### src/hdl/dbdlp_pkg.sv
// Shared types and constants for the two-button debouncer with long-press detection.
// No dependencies; every other file of the block depends on this package.
package dbdlp_pkg;

  localparam int TimeMsBits = 32;
  localparam int TimeBits   = 32;
  localparam int MsBits     = 16;
  localparam int PaddrBits  = 4;
  localparam int PdataBits  = 32;

  localparam logic              ActiveLowReset = 1'b1;
  localparam logic [MsBits-1:0] DebounceReset  = 16'd30;
  localparam logic [MsBits-1:0] LongPressReset = 16'd800;

  // Register index, taken from paddr[3:2]
  localparam logic [1:0] RegActiveLow = 2'd0;
  localparam logic [1:0] RegDebounce  = 2'd1;
  localparam logic [1:0] RegLongPress = 2'd2;

  typedef enum logic [1:0] {
    EvNone  = 2'd0,
    EvShort = 2'd1,
    EvLong  = 2'd2
  } event_e;

  typedef struct packed {
    logic              active_low;
    logic [MsBits-1:0] debounce_ms;
    logic [MsBits-1:0] long_press_ms;
  } cfg_t;

endpackage

### src/hdl/dbdlp_if.sv
// Valid/ready channel interfaces for samples in and events out.
// Depends on dbdlp_pkg.
interface dbdlp_in_if;
  logic                              valid;
  logic                              ready;
  logic [dbdlp_pkg::TimeMsBits-1:0]  time_ms;
  logic                              raw_level_one;
  logic                              raw_level_two;

  modport source (output valid, time_ms, raw_level_one, raw_level_two, input ready);
  modport sink   (input valid, time_ms, raw_level_one, raw_level_two, output ready);
endinterface

interface dbdlp_out_if;
  logic              valid;
  logic              ready;
  dbdlp_pkg::event_e event_one;
  dbdlp_pkg::event_e event_two;

  modport source (output valid, event_one, event_two, input ready);
  modport sink   (input valid, event_one, event_two, output ready);
endinterface

### src/hdl/dbdlp_lane.sv
// Per-button lane: polarity, debounce timer and press classification.
// Depends on dbdlp_pkg.
module dbdlp_lane (
  input  logic                             clk_i,
  input  logic                             rst_ni,
  input  logic                             accept_i,
  input  logic [dbdlp_pkg::TimeBits-1:0]   now_i,
  input  logic                             raw_i,
  input  dbdlp_pkg::cfg_t                  cfg_i,
  output dbdlp_pkg::event_e                event_o
);
  import dbdlp_pkg::*;

  logic                stable_q, stable_d;
  logic                fired_q, fired_d;
  logic [TimeBits-1:0] hold_q, hold_d;
  logic [TimeBits-1:0] change_q, change_d;

  logic                down;
  logic [TimeBits-1:0] change_age;
  logic [TimeBits-1:0] hold_age;
  logic                settled;
  logic                long_hit;

  assign down       = cfg_i.active_low ? ~raw_i : raw_i;
  assign change_age = now_i - change_q;
  assign hold_age   = now_i - hold_q;
  assign settled    = change_age >= {{(TimeBits-MsBits){1'b0}}, cfg_i.debounce_ms};
  assign long_hit   = hold_age >= {{(TimeBits-MsBits){1'b0}}, cfg_i.long_press_ms};

  always_comb begin
    stable_d = stable_q;
    fired_d  = fired_q;
    hold_d   = hold_q;
    change_d = now_i;
    event_o  = EvNone;
    // Hold the change timer only while a differing reading has not yet settled
    if ((down != stable_q) && !settled) begin
      change_d = change_q;
    end else begin
      stable_d = down;
    end
    if (stable_d && !stable_q) begin
      hold_d  = now_i;
      fired_d = 1'b0;
    end
    if (stable_d && stable_q && !fired_q && long_hit) begin
      fired_d = 1'b1;
      event_o = EvLong;
    end
    if (!stable_d && stable_q && !fired_q) begin
      event_o = EvShort;
    end
  end

  always_ff @(posedge clk_i or negedge rst_ni) begin
    if (!rst_ni) begin
      stable_q <= 1'b0;
      fired_q  <= 1'b0;
      hold_q   <= '0;
      change_q <= '0;
    end else if (accept_i) begin
      stable_q <= stable_d;
      fired_q  <= fired_d;
      hold_q   <= hold_d;
      change_q <= change_d;
    end
  end

endmodule

### src/hdl/dbdlp_merge.sv
// Merge stage: pairs the lane events into one result and buffers it in a
// two-entry output register / skid pair. Depends on dbdlp_pkg and dbdlp_if.
module dbdlp_merge (
  input  logic               clk_i,
  input  logic               rst_ni,
  input  logic               push_i,
  input  dbdlp_pkg::event_e  event_one_i,
  input  dbdlp_pkg::event_e  event_two_i,
  output logic               ready_o,
  dbdlp_out_if.source        out_o
);
  import dbdlp_pkg::*;

  logic   main_v_q, main_v_d;
  logic   skid_v_q, skid_v_d;
  event_e main_one_q, main_one_d, main_two_q, main_two_d;
  event_e skid_one_q, skid_one_d, skid_two_q, skid_two_d;
  logic   pop;

  assign pop           = main_v_q && out_o.ready;
  assign ready_o       = !skid_v_q;
  assign out_o.valid     = main_v_q;
  assign out_o.event_one = main_one_q;
  assign out_o.event_two = main_two_q;

  always_comb begin
    main_v_d   = main_v_q;
    skid_v_d   = skid_v_q;
    main_one_d = main_one_q;
    main_two_d = main_two_q;
    skid_one_d = skid_one_q;
    skid_two_d = skid_two_q;
    if (pop) begin
      if (skid_v_q) begin
        main_one_d = skid_one_q;
        main_two_d = skid_two_q;
        skid_v_d   = 1'b0;
      end else begin
        main_v_d   = push_i;
        main_one_d = event_one_i;
        main_two_d = event_two_i;
      end
    end else if (push_i) begin
      if (main_v_q) begin
        skid_v_d   = 1'b1;
        skid_one_d = event_one_i;
        skid_two_d = event_two_i;
      end else begin
        main_v_d   = 1'b1;
        main_one_d = event_one_i;
        main_two_d = event_two_i;
      end
    end
  end

  always_ff @(posedge clk_i or negedge rst_ni) begin
    if (!rst_ni) begin
      main_v_q <= 1'b0;
      skid_v_q <= 1'b0;
    end else begin
      main_v_q <= main_v_d;
      skid_v_q <= skid_v_d;
    end
  end

  always_ff @(posedge clk_i) begin
    main_one_q <= main_one_d;
    main_two_q <= main_two_d;
    skid_one_q <= skid_one_d;
    skid_two_q <= skid_two_d;
  end

endmodule

### src/hdl/dual_button_debounce_long_press.sv
// Two-button debouncer with short/long press detection: one sample request
// per clock, with no bubbles while results are taken. A request is accepted
// at any edge where the output skid entry is empty, so the block sustains
// one request per cycle while results are taken; each result is registered.
// The per-cycle cost is set by the two button lanes, each doing two 32-bit
// wrapping subtract-and-compare operations against the debounce and
// long-press times. Up to two results are buffered when the result side
// stalls; after that, in ready drops until a result is taken. Registers
// (APB, byte address 4*index): 0 active_low (reset 1), 1 debounce_ms
// (reset 30), 2 long_press_ms (reset 800). Write them only while idle.
// Depends on dbdlp_pkg, dbdlp_if, dbdlp_lane and dbdlp_merge.
module dual_button_debounce_long_press (
  input  logic                              clk_i,
  input  logic                              rst_ni,
  dbdlp_in_if.sink                          in_i,
  dbdlp_out_if.source                       out_o,
  input  logic                              psel,
  input  logic                              penable,
  input  logic                              pwrite,
  input  logic [dbdlp_pkg::PaddrBits-1:0]   paddr,
  input  logic [dbdlp_pkg::PdataBits-1:0]   pwdata,
  output logic [dbdlp_pkg::PdataBits-1:0]   prdata,
  output logic                              pready
);
  import dbdlp_pkg::*;

  cfg_t                cfg_q, cfg_d;
  logic                cfg_wr;
  logic [1:0]          reg_idx;
  logic                accept;
  logic                merge_ready;
  logic [TimeBits-1:0] now;
  event_e              ev_one, ev_two;

  // ---------------------------------------------------------------------
  // Configuration port: pready held high, decode on the word index
  // ---------------------------------------------------------------------
  assign pready  = 1'b1;
  assign cfg_wr  = psel && penable && pwrite;
  assign reg_idx = paddr[3:2];

  always_comb begin
    cfg_d = cfg_q;
    if (cfg_wr) begin
      unique case (reg_idx)
        RegActiveLow: cfg_d.active_low    = pwdata[0];
        RegDebounce:  cfg_d.debounce_ms   = pwdata[MsBits-1:0];
        RegLongPress: cfg_d.long_press_ms = pwdata[MsBits-1:0];
        default:      cfg_d = cfg_q;  // drop writes past the register list
      endcase
    end
  end

  always_comb begin
    unique case (reg_idx)
      RegActiveLow: prdata = {{(PdataBits-1){1'b0}}, cfg_q.active_low};
      RegDebounce:  prdata = {{(PdataBits-MsBits){1'b0}}, cfg_q.debounce_ms};
      RegLongPress: prdata = {{(PdataBits-MsBits){1'b0}}, cfg_q.long_press_ms};
      default:      prdata = '0;
    endcase
  end

  always_ff @(posedge clk_i or negedge rst_ni) begin
    if (!rst_ni) begin
      cfg_q.active_low    <= ActiveLowReset;
      cfg_q.debounce_ms   <= DebounceReset;
      cfg_q.long_press_ms <= LongPressReset;
    end else begin
      cfg_q <= cfg_d;
    end
  end

  // ---------------------------------------------------------------------
  // Request side: both lanes advance together on an accepted sample
  // ---------------------------------------------------------------------
  assign in_i.ready = merge_ready;
  assign accept     = in_i.valid && merge_ready;
  assign now        = in_i.time_ms[TimeBits-1:0];

  dbdlp_lane u_lane_one (
    .clk_i    (clk_i),
    .rst_ni   (rst_ni),
    .accept_i (accept),
    .now_i    (now),
    .raw_i    (in_i.raw_level_one),
    .cfg_i    (cfg_q),
    .event_o  (ev_one)
  );

  dbdlp_lane u_lane_two (
    .clk_i    (clk_i),
    .rst_ni   (rst_ni),
    .accept_i (accept),
    .now_i    (now),
    .raw_i    (in_i.raw_level_two),
    .cfg_i    (cfg_q),
    .event_o  (ev_two)
  );

  // ---------------------------------------------------------------------
  // Result side: combine lane events and buffer them for the sink
  // ---------------------------------------------------------------------
  dbdlp_merge u_merge (
    .clk_i       (clk_i),
    .rst_ni      (rst_ni),
    .push_i      (accept),
    .event_one_i (ev_one),
    .event_two_i (ev_two),
    .ready_o     (merge_ready),
    .out_o       (out_o)
  );

endmodule

### src/flat_wrapper.sv
// flat-port wrapper written by rule: the top's interface ports become plain ports
module dual_button_debounce_long_press_flat import dbdlp_pkg::*;
  (clk_i, rst_ni, psel, penable, pwrite, paddr, pwdata, prdata, pready, in_i_valid, in_i_time_ms, in_i_raw_level_one, in_i_raw_level_two, in_i_ready, out_o_valid, out_o_event_one, out_o_event_two, out_o_ready);
  dbdlp_in_if in_i_i ();
  dbdlp_out_if out_o_i ();
  input  logic clk_i;
  input  logic rst_ni;
  input  logic psel;
  input  logic penable;
  input  logic pwrite;
  input  logic [dbdlp_pkg::PaddrBits-1:0] paddr;
  input  logic [dbdlp_pkg::PdataBits-1:0] pwdata;
  output logic [dbdlp_pkg::PdataBits-1:0] prdata;
  output logic pready;
  input wire logic [$bits(in_i_i.valid)-1:0] in_i_valid;
  input wire logic [$bits(in_i_i.time_ms)-1:0] in_i_time_ms;
  input wire logic [$bits(in_i_i.raw_level_one)-1:0] in_i_raw_level_one;
  input wire logic [$bits(in_i_i.raw_level_two)-1:0] in_i_raw_level_two;
  output wire logic [$bits(in_i_i.ready)-1:0] in_i_ready;
  output wire logic [$bits(out_o_i.valid)-1:0] out_o_valid;
  output wire logic [$bits(out_o_i.event_one)-1:0] out_o_event_one;
  output wire logic [$bits(out_o_i.event_two)-1:0] out_o_event_two;
  input wire logic [$bits(out_o_i.ready)-1:0] out_o_ready;
  assign in_i_i.valid = in_i_valid;
  assign in_i_i.time_ms = in_i_time_ms;
  assign in_i_i.raw_level_one = in_i_raw_level_one;
  assign in_i_i.raw_level_two = in_i_raw_level_two;
  assign in_i_ready = in_i_i.ready;
  assign out_o_valid = out_o_i.valid;
  assign out_o_event_one = out_o_i.event_one;
  assign out_o_event_two = out_o_i.event_two;
  assign out_o_i.ready = out_o_ready;
  dual_button_debounce_long_press u_core (.clk_i(clk_i), .rst_ni(rst_ni), .in_i(in_i_i), .out_o(out_o_i), .psel(psel), .penable(penable), .pwrite(pwrite), .paddr(paddr), .pwdata(pwdata), .prdata(prdata), .pready(pready));
endmodule
### config.mk
export PLATFORM = sky130hd
export DESIGN_NAME = dual_button_debounce_long_press_flat
export DESIGN_NICKNAME = d
export VERILOG_FILES = /design/src/hdl/dbdlp_pkg.sv /design/src/hdl/dbdlp_if.sv /design/src/hdl/dbdlp_lane.sv /design/src/hdl/dbdlp_merge.sv /design/src/hdl/dual_button_debounce_long_press.sv /design/src/flat_wrapper.sv
export SDC_FILE = /design/constraint.sdc
export NUM_CORES = 1
export LEC_CHECK = 0
export BUFFER_PORTS_ARGS = -buffer_cell sky130_fd_sc_hd__buf_2
export CORE_MARGIN = 2
export CORE_UTILIZATION = 51
export CTS_BUF_LIST = sky130_fd_sc_hd__clkbuf_16
export DETAILED_ROUTE_END_ITERATION = 10
export PLACE_DENSITY = 0.71
export REMOVE_ABC_BUFFERS = 1
export SLEW_MARGIN = 20
export SYNTH_ARGS = -nofsm -noshare
export SYNTH_HDL_FRONTEND = slang
export SYNTH_SLANG_ARGS = --single-unit
### constraint.sdc
create_clock -name clk_i -period 13.85 [get_ports clk_i]
set_input_delay 4.155 -clock clk_i [delete_from_list [all_inputs] [get_ports clk_i]]
set_output_delay 4.155 -clock clk_i [all_outputs]
set_load 0.005 [all_outputs]
==> results of run 1 <==
cells by family after synthesis:
group	share of synthesized area
compound gates	0.2219
xor+xnor	0.04590
fa+ha+maj	0.1482
buf+inv	0.07221
flops	0.2699
mux	0.08319
other cells	0.0004577
simple gates	0.1582
critical path, cell delays in order:
cell	delay, ps
buf_2	190
ha_1	410
a21oi_1	190
o21ai_1	110
or3_1	340
o21ai_1	420
o21ai_0	250
a31oi_1	350
xnor2_1	110
ha_1	200
a211oi_1	220
o2111ai_1	160
a211o_1	250
nor4b_1	380
o2111ai_1	300
a2111oi_4	390
nand4_2	150
nor3_4	440
a21oi_4	90
buf_4	330
mux2_4	360
synthesized netlist by cell type, types with 8 or more instances:
library cell | n | area [sq um]
nor2b_1 | 16 | 100.1
mux2i_1 | 13 | 130.1
o31ai_1 | 12 | 90.09
buf_4 | 17 | 127.6
dfstp_2 | 8 | 210.2
dfrtp_1 | 159 | 3979
mux2_4 | 29 | 435.4
nand2_1 | 161 | 604.3
o2111ai_1 | 12 | 105.1
edfxtp_1 | 8 | 240.2
inv_1 | 198 | 743.2
mux2_1 | 28 | 315.3
and2_1 | 9 | 56.30
nand3_1 | 64 | 320.3
a21o_1 | 56 | 420.4
nand2b_1 | 19 | 118.9
xor2_1 | 32 | 280.3
xnor2_1 | 54 | 473.0
mux2_2 | 43 | 484.2
and3_1 | 16 | 100.1
clkbuf_1 | 46 | 172.7
buf_2 | 13 | 65.06
o21ai_1 | 11 | 55.05
nand4_1 | 36 | 225.2
o21a_1 | 15 | 112.6
nor3_1 | 37 | 185.2
o21bai_1 | 15 | 112.6
a31oi_1 | 29 | 181.4
nand3b_1 | 10 | 75.07
nor3b_1 | 8 | 60.06
ha_1 | 188 | 2352
a211oi_1 | 24 | 180.2
nor4_1 | 9 | 56.30
nor2_1 | 104 | 390.4
a22o_1 | 16 | 140.1
a21oi_1 | 143 | 715.7
o211ai_1 | 19 | 142.6
o21ai_0 | 149 | 745.7
metrics by stage:
stage | hold WS, ps | instance area, sq um | instances
3_5_place_dp | 474.7 | 17020 | 2365
4_1_cts | 489.3 | 17620 | 2397
5_1_grt | 498.1 | 17630 | 2397
2_1_floorplan | 457.3 | 16030 | 1875
3_3_place_gp | 466.5 | 17020 | 2365
6_report | 486.1 | 17630 | 2397
routing by layer:
layer | GRT usage | vias up
met5 | 0 | -
met4 | 0.09888 | 0
met3 | 0.03217 | 84
met2 | 0.4391 | 342
met1 | 0.3453 | 6941
li1 | - | 7078
registers in the layout, summed over array words and instances (netlist names), 2 cells and up:
name / flops
u_core.cfg_q: 33
u_core.u_lane_one.change_q: 32
u_core.u_lane_one.hold_q: 32
u_core.u_lane_two.change_q: 32
u_core.u_lane_two.hold_q: 32
u_core.u_merge.out_o.event_one: 2
u_core.u_merge.out_o.event_two: 2
u_core.u_merge.skid_one_q: 2
u_core.u_merge.skid_two_q: 2
worst paths after layout:
path	slack [ps]	endpoint	depth (start not counted)
max	4310	u_core.u_lane_one.change_q[9]	21
min	490	u_core.u_lane_one.hold_q[15]	1
max reg2reg	7880	u_core.u_lane_one.change_q[9]	21
min reg2reg	490	u_core.u_lane_one.hold_q[15]	1
max in group asynchronous	8620	u_core.u_lane_two.change_q[7]	2
min in group asynchronous	3830	u_core.u_lane_one.change_q[3]	1
report_power, final:
part | internal [uW] | switching [uW] | leakage, uW
sequential | 750 | 113 | 0.00204
combinational | 1300 | 1760 | 0.00594
clock | 280 | 227 | 0.000301
total | 2330 | 2100 | 0.00829
area by class of cell:
cell class / count / share of cell area
Clock buffer: 18 / 0.02556
Clock inverter: 14 / 0.008518
Inverter: 199 / 0.04238
Multi-Input combinational cell: 1501 / 0.6172
Sequential cell: 175 / 0.2513
Tap cell: 402 / 0.02854
Timing Repair Buffer: 88 / 0.02648
==> flow_summary.yaml, run 1 <==
outcome:
  status: "finished clean"
cells_and_area:
  fillers: 2883
  layout_common_cells: "inv_1, ha_1, nand2_1"
  multi_input_comb_area_sq_um: 10880
  diodes: 0
  syn2layout_area_growth_pct: 7.412
  final_common_cell: "inv_1"
  fin_nets: 2251
  seq_area_sq_um: 4429
  drive_above_1_share: 0.1143
  utilization: 0.5571
floorplanning:
  die_area_sq_um: 33630
  die_x_microns: 183.4
  core_area_sq_um: 31640
  fp.dieH_microns: 183.4
  placementRows: 65
  initial_utilization: 0.5187
  ios: 116
power:
  peakVddDrop_mv: 0.1143
  p_leak_uw: 0.008288
  p_total_uw: 4432
  powerDensity_nw_per_um2: 251.5
detailed_routing:
  drc: 0
  wl_met3_microns: 1874
  drtIter0Drc: 857
  dr.pass1.iters: 5
  vias_per_cell: 6.026
  via_count: 14445
  ant_nets: 0
  routed.top_layer: "met4"
  wl_microns: 43610
  wl_met1_microns: 19900
  wire_per_inst_microns: 18.19
  dr_wl_met2_microns: 20550
timing:
  rsz0062_at_grt: "no"
  slew_headroom: 0.3231
  fin_ws_ps: 4310
  hold_viol: 0
  finClkSkew_ps: 15.53
  fin_crit_ps: 9540
  finalCritPeriodShare: 0.6888
  slew_viol_final: 0
  max_freq_mhz: 104.8
  tns_ps: 0
  worst_slew_pin_slew_ps: 1015
  setup_viol: 0
cts:
  tritoncts: "yes"
  clkLatencyLatePin_ps: 450
  holdBufCountCts: 0
  clkTransAtPathRegs_ps: 70
  clock_path_buffers: 2
  post-cts-setup-buffers: 0
  clock_tree.root_cell: "clkbuf_16"
  post_cts_resized: 0
  htreeDepth: 4
  cts_inserted_buffers: 17
  clkSinkCount: 175
worst_setup_path:
  critPathLaunch: "in_i_time_ms[8]"
  end_kind: "flop"
  r2r-start: "u_core.u_lane_one.change_q[8]"
  crit_fanout: 32
  worst-setup-path-type: "in -> reg"
  start_kind: "input pin"
  cp.arrival_ps: 9870
  required_ps: 14180
global_route:
  grt_pass1_wl_microns: 70000
  gr-total-overflow: 0
  antenna_found_initial: 0
  grt_max_degree: 101
  grt.total_usage: 0.2615
  grt_pass1_vias: 14008
min_path:
  hold_start: "u_core.u_lane_one.hold_q[15]"
  min_path_type: "reg -> reg"
yosys:
  ys.warnings.count: 0
  ys.flop_type: "dfrtp_1"
  yosysSeqAreaShare: 0.2699
  synth_edf_count: 8
  yosysUniqueCellTypes: 89
  synth_area_sq_um: 16410
  ys_async_sr_fraction: 0.9543
  synth_seq_cells: 175
  syn_area_per_cell_sq_um: 8.445
  netlist_instances: 1943
placement:
  pre_cts_slack_ps: 3926
  portBuffers: 80
  gp_congestion: 0.9547
  dp_hpwl_microns: 34210
flow_run:
  drv_cap: 0
Note: power is estimated with default switching activity, not from simulation.
==> run 2, diff against run 1 <==
Clock period 13.85 ns to 9.5 ns, I/O delays scaled along.
==> flow_summary.yaml, run 2 (synthesis results as in run 1) <==
worst_setup_path:
  r2r-start: "u_core.u_lane_one.change_q[8]"
  rr_worst_depth: 21
  cp_num_cells: 21
  path_delay_family: "compound AO/OA/AOI/OAI gates"
  start_kind: "input pin"
  worst-setup-path-type: "in -> reg"
  rr_endpoint: "u_core.u_lane_one.change_q[13]"
  cp_num_buf_inv: 2
  required_ps: 9840
  max_stage_delay_ps: 430
  end_kind: "flop"
  crit_fanout: 32
  rrSetupSlack_ps: 3550
  cpMaxStageDelayCell: "o21ai_1"
  worstPathCellList: "buf_2 -> ha_1 -> a21oi_1 -> o21ai_1 -> or3_1 -> o21ai_1 -> o21ai_0 -> a31oi_1 -> xnor2_1 -> ha_1 -> a211oi_1 -> o2111ai_1 -> a211o_1 -> nor4b_1 -> o2111ai_1 -> a2111oi_4 -> nand4_2 -> nor3_4 -> a21oi_4 -> buf_4 -> mux2_4"
  cp.arrival_ps: 8530
  critPathLaunch: "in_i_time_ms[6]"
  critical_path.endpoint: "u_core.u_lane_one.change_q[13]"
detailed_routing:
  ant_nets: 0
  wl_microns: 43960
  drc: 0
  dr.pass1.iters: 5
  wire_per_inst_microns: 18.33
  drtIter0Drc: 853
  vias_per_cell: 6.050
  via_count: 14515
power:
  p_total_uw: 6418
  p_leak_uw: 0.008262
  peakVddDrop_mv: 0.1635
  powerDensity_nw_per_um2: 364.9
cells_and_area:
  final_cells: 2399
  drive_above_1_share: 0.1147
  final_common_cell: "inv_1"
  final_area_sq_um: 17590
  regMostFlops: "u_core.cfg_q"
  fin_nets: 2252
  syn2layout_area_growth_pct: 7.190
  layout_common_cells: "inv_1, ha_1, nand2_1"
  largest_register_ffs: 33
timing:
  slew_viol_final: 0
  finClkSkew_ps: 17.34
  rsz0062_at_grt: "no"
  finalCritPeriodShare: 0.8619
  tns_ps: 0
  worst_slew_pin_slew_ps: 1010
  fin_crit_ps: 8188
  hold_viol: 0
  max_freq_mhz: 122.1
  slew_headroom: 0.3266
  setup_viol: 0
cts:
  post_cts_resized: 0
  clkTransAtPathRegs_ps: 70
  tritoncts: "yes"
  clock_tree.root_cell: "clkbuf_16"
  clock_path_buffers: 2
  cts_inserted_buffers: 17
  holdBufCountCts: 0
  clkSinkCount: 175
  htreeDepth: 4
  clkLatencyLatePin_ps: 470
  post-cts-setup-buffers: 0
floorplanning:
  die_x_microns: 183.4
  fp.dieH_microns: 183.4
  die_area_sq_um: 33630
  placementRows: 65
  initial_utilization: 0.5187
  core_area_sq_um: 31640
  ios: 116
placement:
  gp_congestion: 0.9469
  portBuffers: 80
  dp.cells: 2366
  dp_hpwl_microns: 34100
  postPlaceCellArea_sq_um: 17030
global_route:
  antenna_found_initial: 1
  gr-total-overflow: 0
  grt_pass1_vias: 13782
  grt_pass1_wl_microns: 69790
  grt.total_usage: 0.2619
  grt_max_degree: 100
min_path:
  min_path_type: "reg -> reg"
flow_run:
  drv_cap: 0
outcome:
  status: "finished clean"
run 2: cell types whose count changed in the layout (fill, tap and decap cells not counted), sizes merged:
cell / before / now
diode: 0 / 1
bufinv: 2 / 0
inv: 207 / 208
clkinvlp: 1 / 3
buf: 88 / 89
clkbuf: 18 / 17
run 2: how the worst min path moves through the flow:
stage	end	startpoint	slack (ps)	cells after the start
5_1_grt	u_core.u_lane_one.hold_q[24]	u_core.u_lane_one.hold_q[24]	500	1
3_5_place_dp	u_core.u_lane_two.fired_q	u_core.u_lane_two.fired_q	470	1
4_1_cts	u_core.u_lane_two.fired_q	u_core.u_lane_two.fired_q	490	1
3_3_place_gp	u_core.u_lane_one.hold_q[9]	u_core.u_lane_one.hold_q[9]	470	1
2_1_floorplan	u_core.u_lane_two.fired_q	u_core.u_lane_two.fired_q	460	1
6_report	u_core.u_lane_one.hold_q[17]	u_core.u_lane_one.hold_q[17]	480	1
run 2: per-layer routing:
metal | vias up | part of all wire | global-route usage
li1 | 7066 | - | -
met1 | 6953 | 0.46 | 0.3486
met2 | 418 | 0.47 | 0.4388
met3 | 78 | 0.043 | 0.02621
met4 | 0 | 0.030 | 0.1034
met5 | - | 0 | 0
run 2: metrics by stage:
| step | hold slack, ps | utilization | setup slack (ps) |
|---|---|---|---|
| detailed placement | 473.5 | 0.5383 | 887.8 |
| finish | 484.9 | 0.5560 | 1312 |
| floorplan | 457.3 | - | 1801 |
| CTS | 489.1 | 0.5558 | 1381 |
| global route | 497.3 | 0.5560 | 961.6 |
| global placement | 466.5 | 0.5382 | 842.8 |
run 2: worst reg2reg max path: cells and delay by family, from the launching register on:
| family | cells | cell delay, ps |
|---|---|---|
| multiplexers | 1 | 390 |
| adder cells (fa/ha/maj) | 2 | 540 |
| AO/OA/AOI/OAI | 11 | 2700 |
| XOR/XNOR | 1 | 120 |
| buffers and inverters | 2 | 380 |
| AND/OR/NAND/NOR | 4 | 1320 |
| flip-flops | 1 | 360 |
run 2: report_power, final:
part / internal (uW) / switching, uW / leakage [uW]
sequential: 1090 / 163 / 0.00204
clock: 344 / 351 / 0.000270
combinational: 1900 / 2570 / 0.00595
run 2: final cells by class:
| class | instances | area [sq um] |
|---|---|---|
| clock inverter | 15 | 128.9 |
| timing repair buffer | 89 | 474.2 |
| antenna | 1 | 2.502 |
| sequential | 175 | 4429 |
| tap | 402 | 503.0 |
| clock buffer | 17 | 425.4 |
| multi-input combinational | 1501 | 10880 |
| inverter | 199 | 747.0 |
| fill | 2928 | 14050 |
==> run 3, diff against run 2 <==
Settings changed: CORE_UTILIZATION 51 to 30, PLACE_DENSITY 0.71 to 0.47.
==> flow_summary.yaml, run 3 (synthesis results as in run 1) <==
cts:
  htreeDepth: 4
  clkTransAtPathRegs_ps: 70
  holdBufCountCts: 0
  tritoncts: "yes"
  post-cts-setup-buffers: 0
  clkLatencyLatePin_ps: 510
  clock_path_buffers: 2
  cts_inserted_buffers: 17
  clkSinkCount: 175
  post_cts_resized: 0
  clock_tree.root_cell: "clkbuf_16"
flow_run:
  drv_cap: 0
detailed_routing:
  dr.pass1.iters: 5
  ant_nets: 0
  drc: 0
  drtIter0Drc: 889
  vias_per_cell: 5.306
  wl_microns: 49740
  wire_per_inst_microns: 18.43
  via_count: 14320
floorplanning:
  die_area_sq_um: 56580
  core_area_sq_um: 53920
  placementRows: 85
  die_x_microns: 237.9
  ios: 116
  initial_utilization: 0.3043
  fp.dieH_microns: 237.9
global_route:
  antenna_found_initial: 1
  grt_pass1_vias: 13880
  grt_max_degree: 108
  gr-total-overflow: 0
  grt.total_usage: 0.1785
  grt_pass1_wl_microns: 77870
worst_setup_path:
  end_kind: "flop"
  start_kind: "input pin"
  crit_fanout: 32
  required_ps: 9890
  cp.arrival_ps: 8810
  worst-setup-path-type: "in -> reg"
power:
  powerDensity_nw_per_um2: 361.2
  p_leak_uw: 0.008300
  peakVddDrop_mv: 0.1707
timing:
  whs_ps: 487.0
  max_freq_mhz: 118.8
  tns_ps: 0
  fin_crit_ps: 8416
  slew_headroom: 0.3431
  worst_slew_pin_slew_ps: 985.4
  setup_viol: 0
  finClkSkew_ps: 16.50
  hold_viol: 0
  rsz0062_at_grt: "no"
  finalCritPeriodShare: 0.8859
  slew_viol_final: 0
outcome:
  status: "finished clean"
placement:
  dp_hpwl_microns: 39260
  portBuffers: 80
  gp_congestion: 0.8938
cells_and_area:
  drive_above_1_share: 0.1159
  fillers: 5644
  layout_common_cells: "inv_1, ha_1, nand2_1"
  multi_input_comb_area_sq_um: 10880
  fin_nets: 2257
  seq_area_sq_um: 4429
  final_common_cell: "inv_1"
  syn2layout_area_growth_pct: 9.866
  regMostFlops: "u_core.cfg_q"
  largest_register_ffs: 33
min_path:
  min_path_type: "reg -> reg"
-- run 3: layout make-up --
cell class / instances / share of cell area
multi-input combinational: 1501 / 0.6032
sequential: 175 / 0.2457
tap: 696 / 0.04830
inverter: 199 / 0.04143
timing repair buffer: 94 / 0.02852
clock buffer: 17 / 0.02360
clock inverter: 15 / 0.008953
antenna: 2 / 0.0002776
-- run 3: path summary, 6_finish.rpt --
kind / end / slack [ps] / startpoint / cells after the start
worst min register to register: u_core.u_lane_one.hold_q[17] / 490 / u_core.u_lane_one.hold_q[17] / 1
worst min-delay path: u_core.u_lane_one.hold_q[17] / 490 / u_core.u_lane_one.hold_q[17] / 1
worst max register to register: u_core.u_lane_one.change_q[9] / 3280 / u_core.u_lane_one.change_q[8] / 21
min in group asynchronous: u_core.u_lane_one.change_q[3] / 2450 / rst_ni / 1
max in group asynchronous: u_core.u_lane_two.change_q[0] / 5590 / rst_ni / 2
worst max-delay path: u_core.u_lane_one.change_q[9] / 1080 / in_i_time_ms[6] / 21
-- run 3: worst max-delay path, cell delays in order --
cell       delay, ps
buf_2            180
ha_1             390
a21oi_1          180
o21ai_1          140
or3_1            340
o21ai_1          430
o21ai_0          240
a31oi_1          390
xnor2_1          120
ha_1             210
a211oi_1         210
o2111ai_1        160
a211o_1          240
nor4b_1          510
o2111ai_1        310
a2111oi_4        400
nand4_2          160
nor3_4           470
a21oi_4          100
buf_4            340
mux2_4           370
-- run 3: through the flow --
step,setup slack [ps],instances,cell area (sq um),utilization,total power (uW)
floorplan,1801,1875,16030,-,4672
global placement,599.2,2665,17440,0.3234,5687
detailed placement,570.7,2665,17440,0.3234,5743
CTS,1110,2697,18020,0.3342,6542
global route,791.0,2698,18030,0.3343,7184
finish,1084,2699,18030,0.3344,6512
-- run 3: layer usage --
layer	GRT usage	vias to the layer above	wire length, microns	part of all wire
met5	0	-	0	0
met2	0.2897	268	22860	0.46
met4	0.06423	0	1229	0.025
met1	0.2413	6920	24150	0.49
met3	0.02580	48	1494	0.030
li1	-	7084	-	-
-- run 3: where the power goes --
part	switching (uW)	internal, uW	total [uW]
sequential	161	1090	1250
clock	360	390	750
combinational	2610	1900	4510
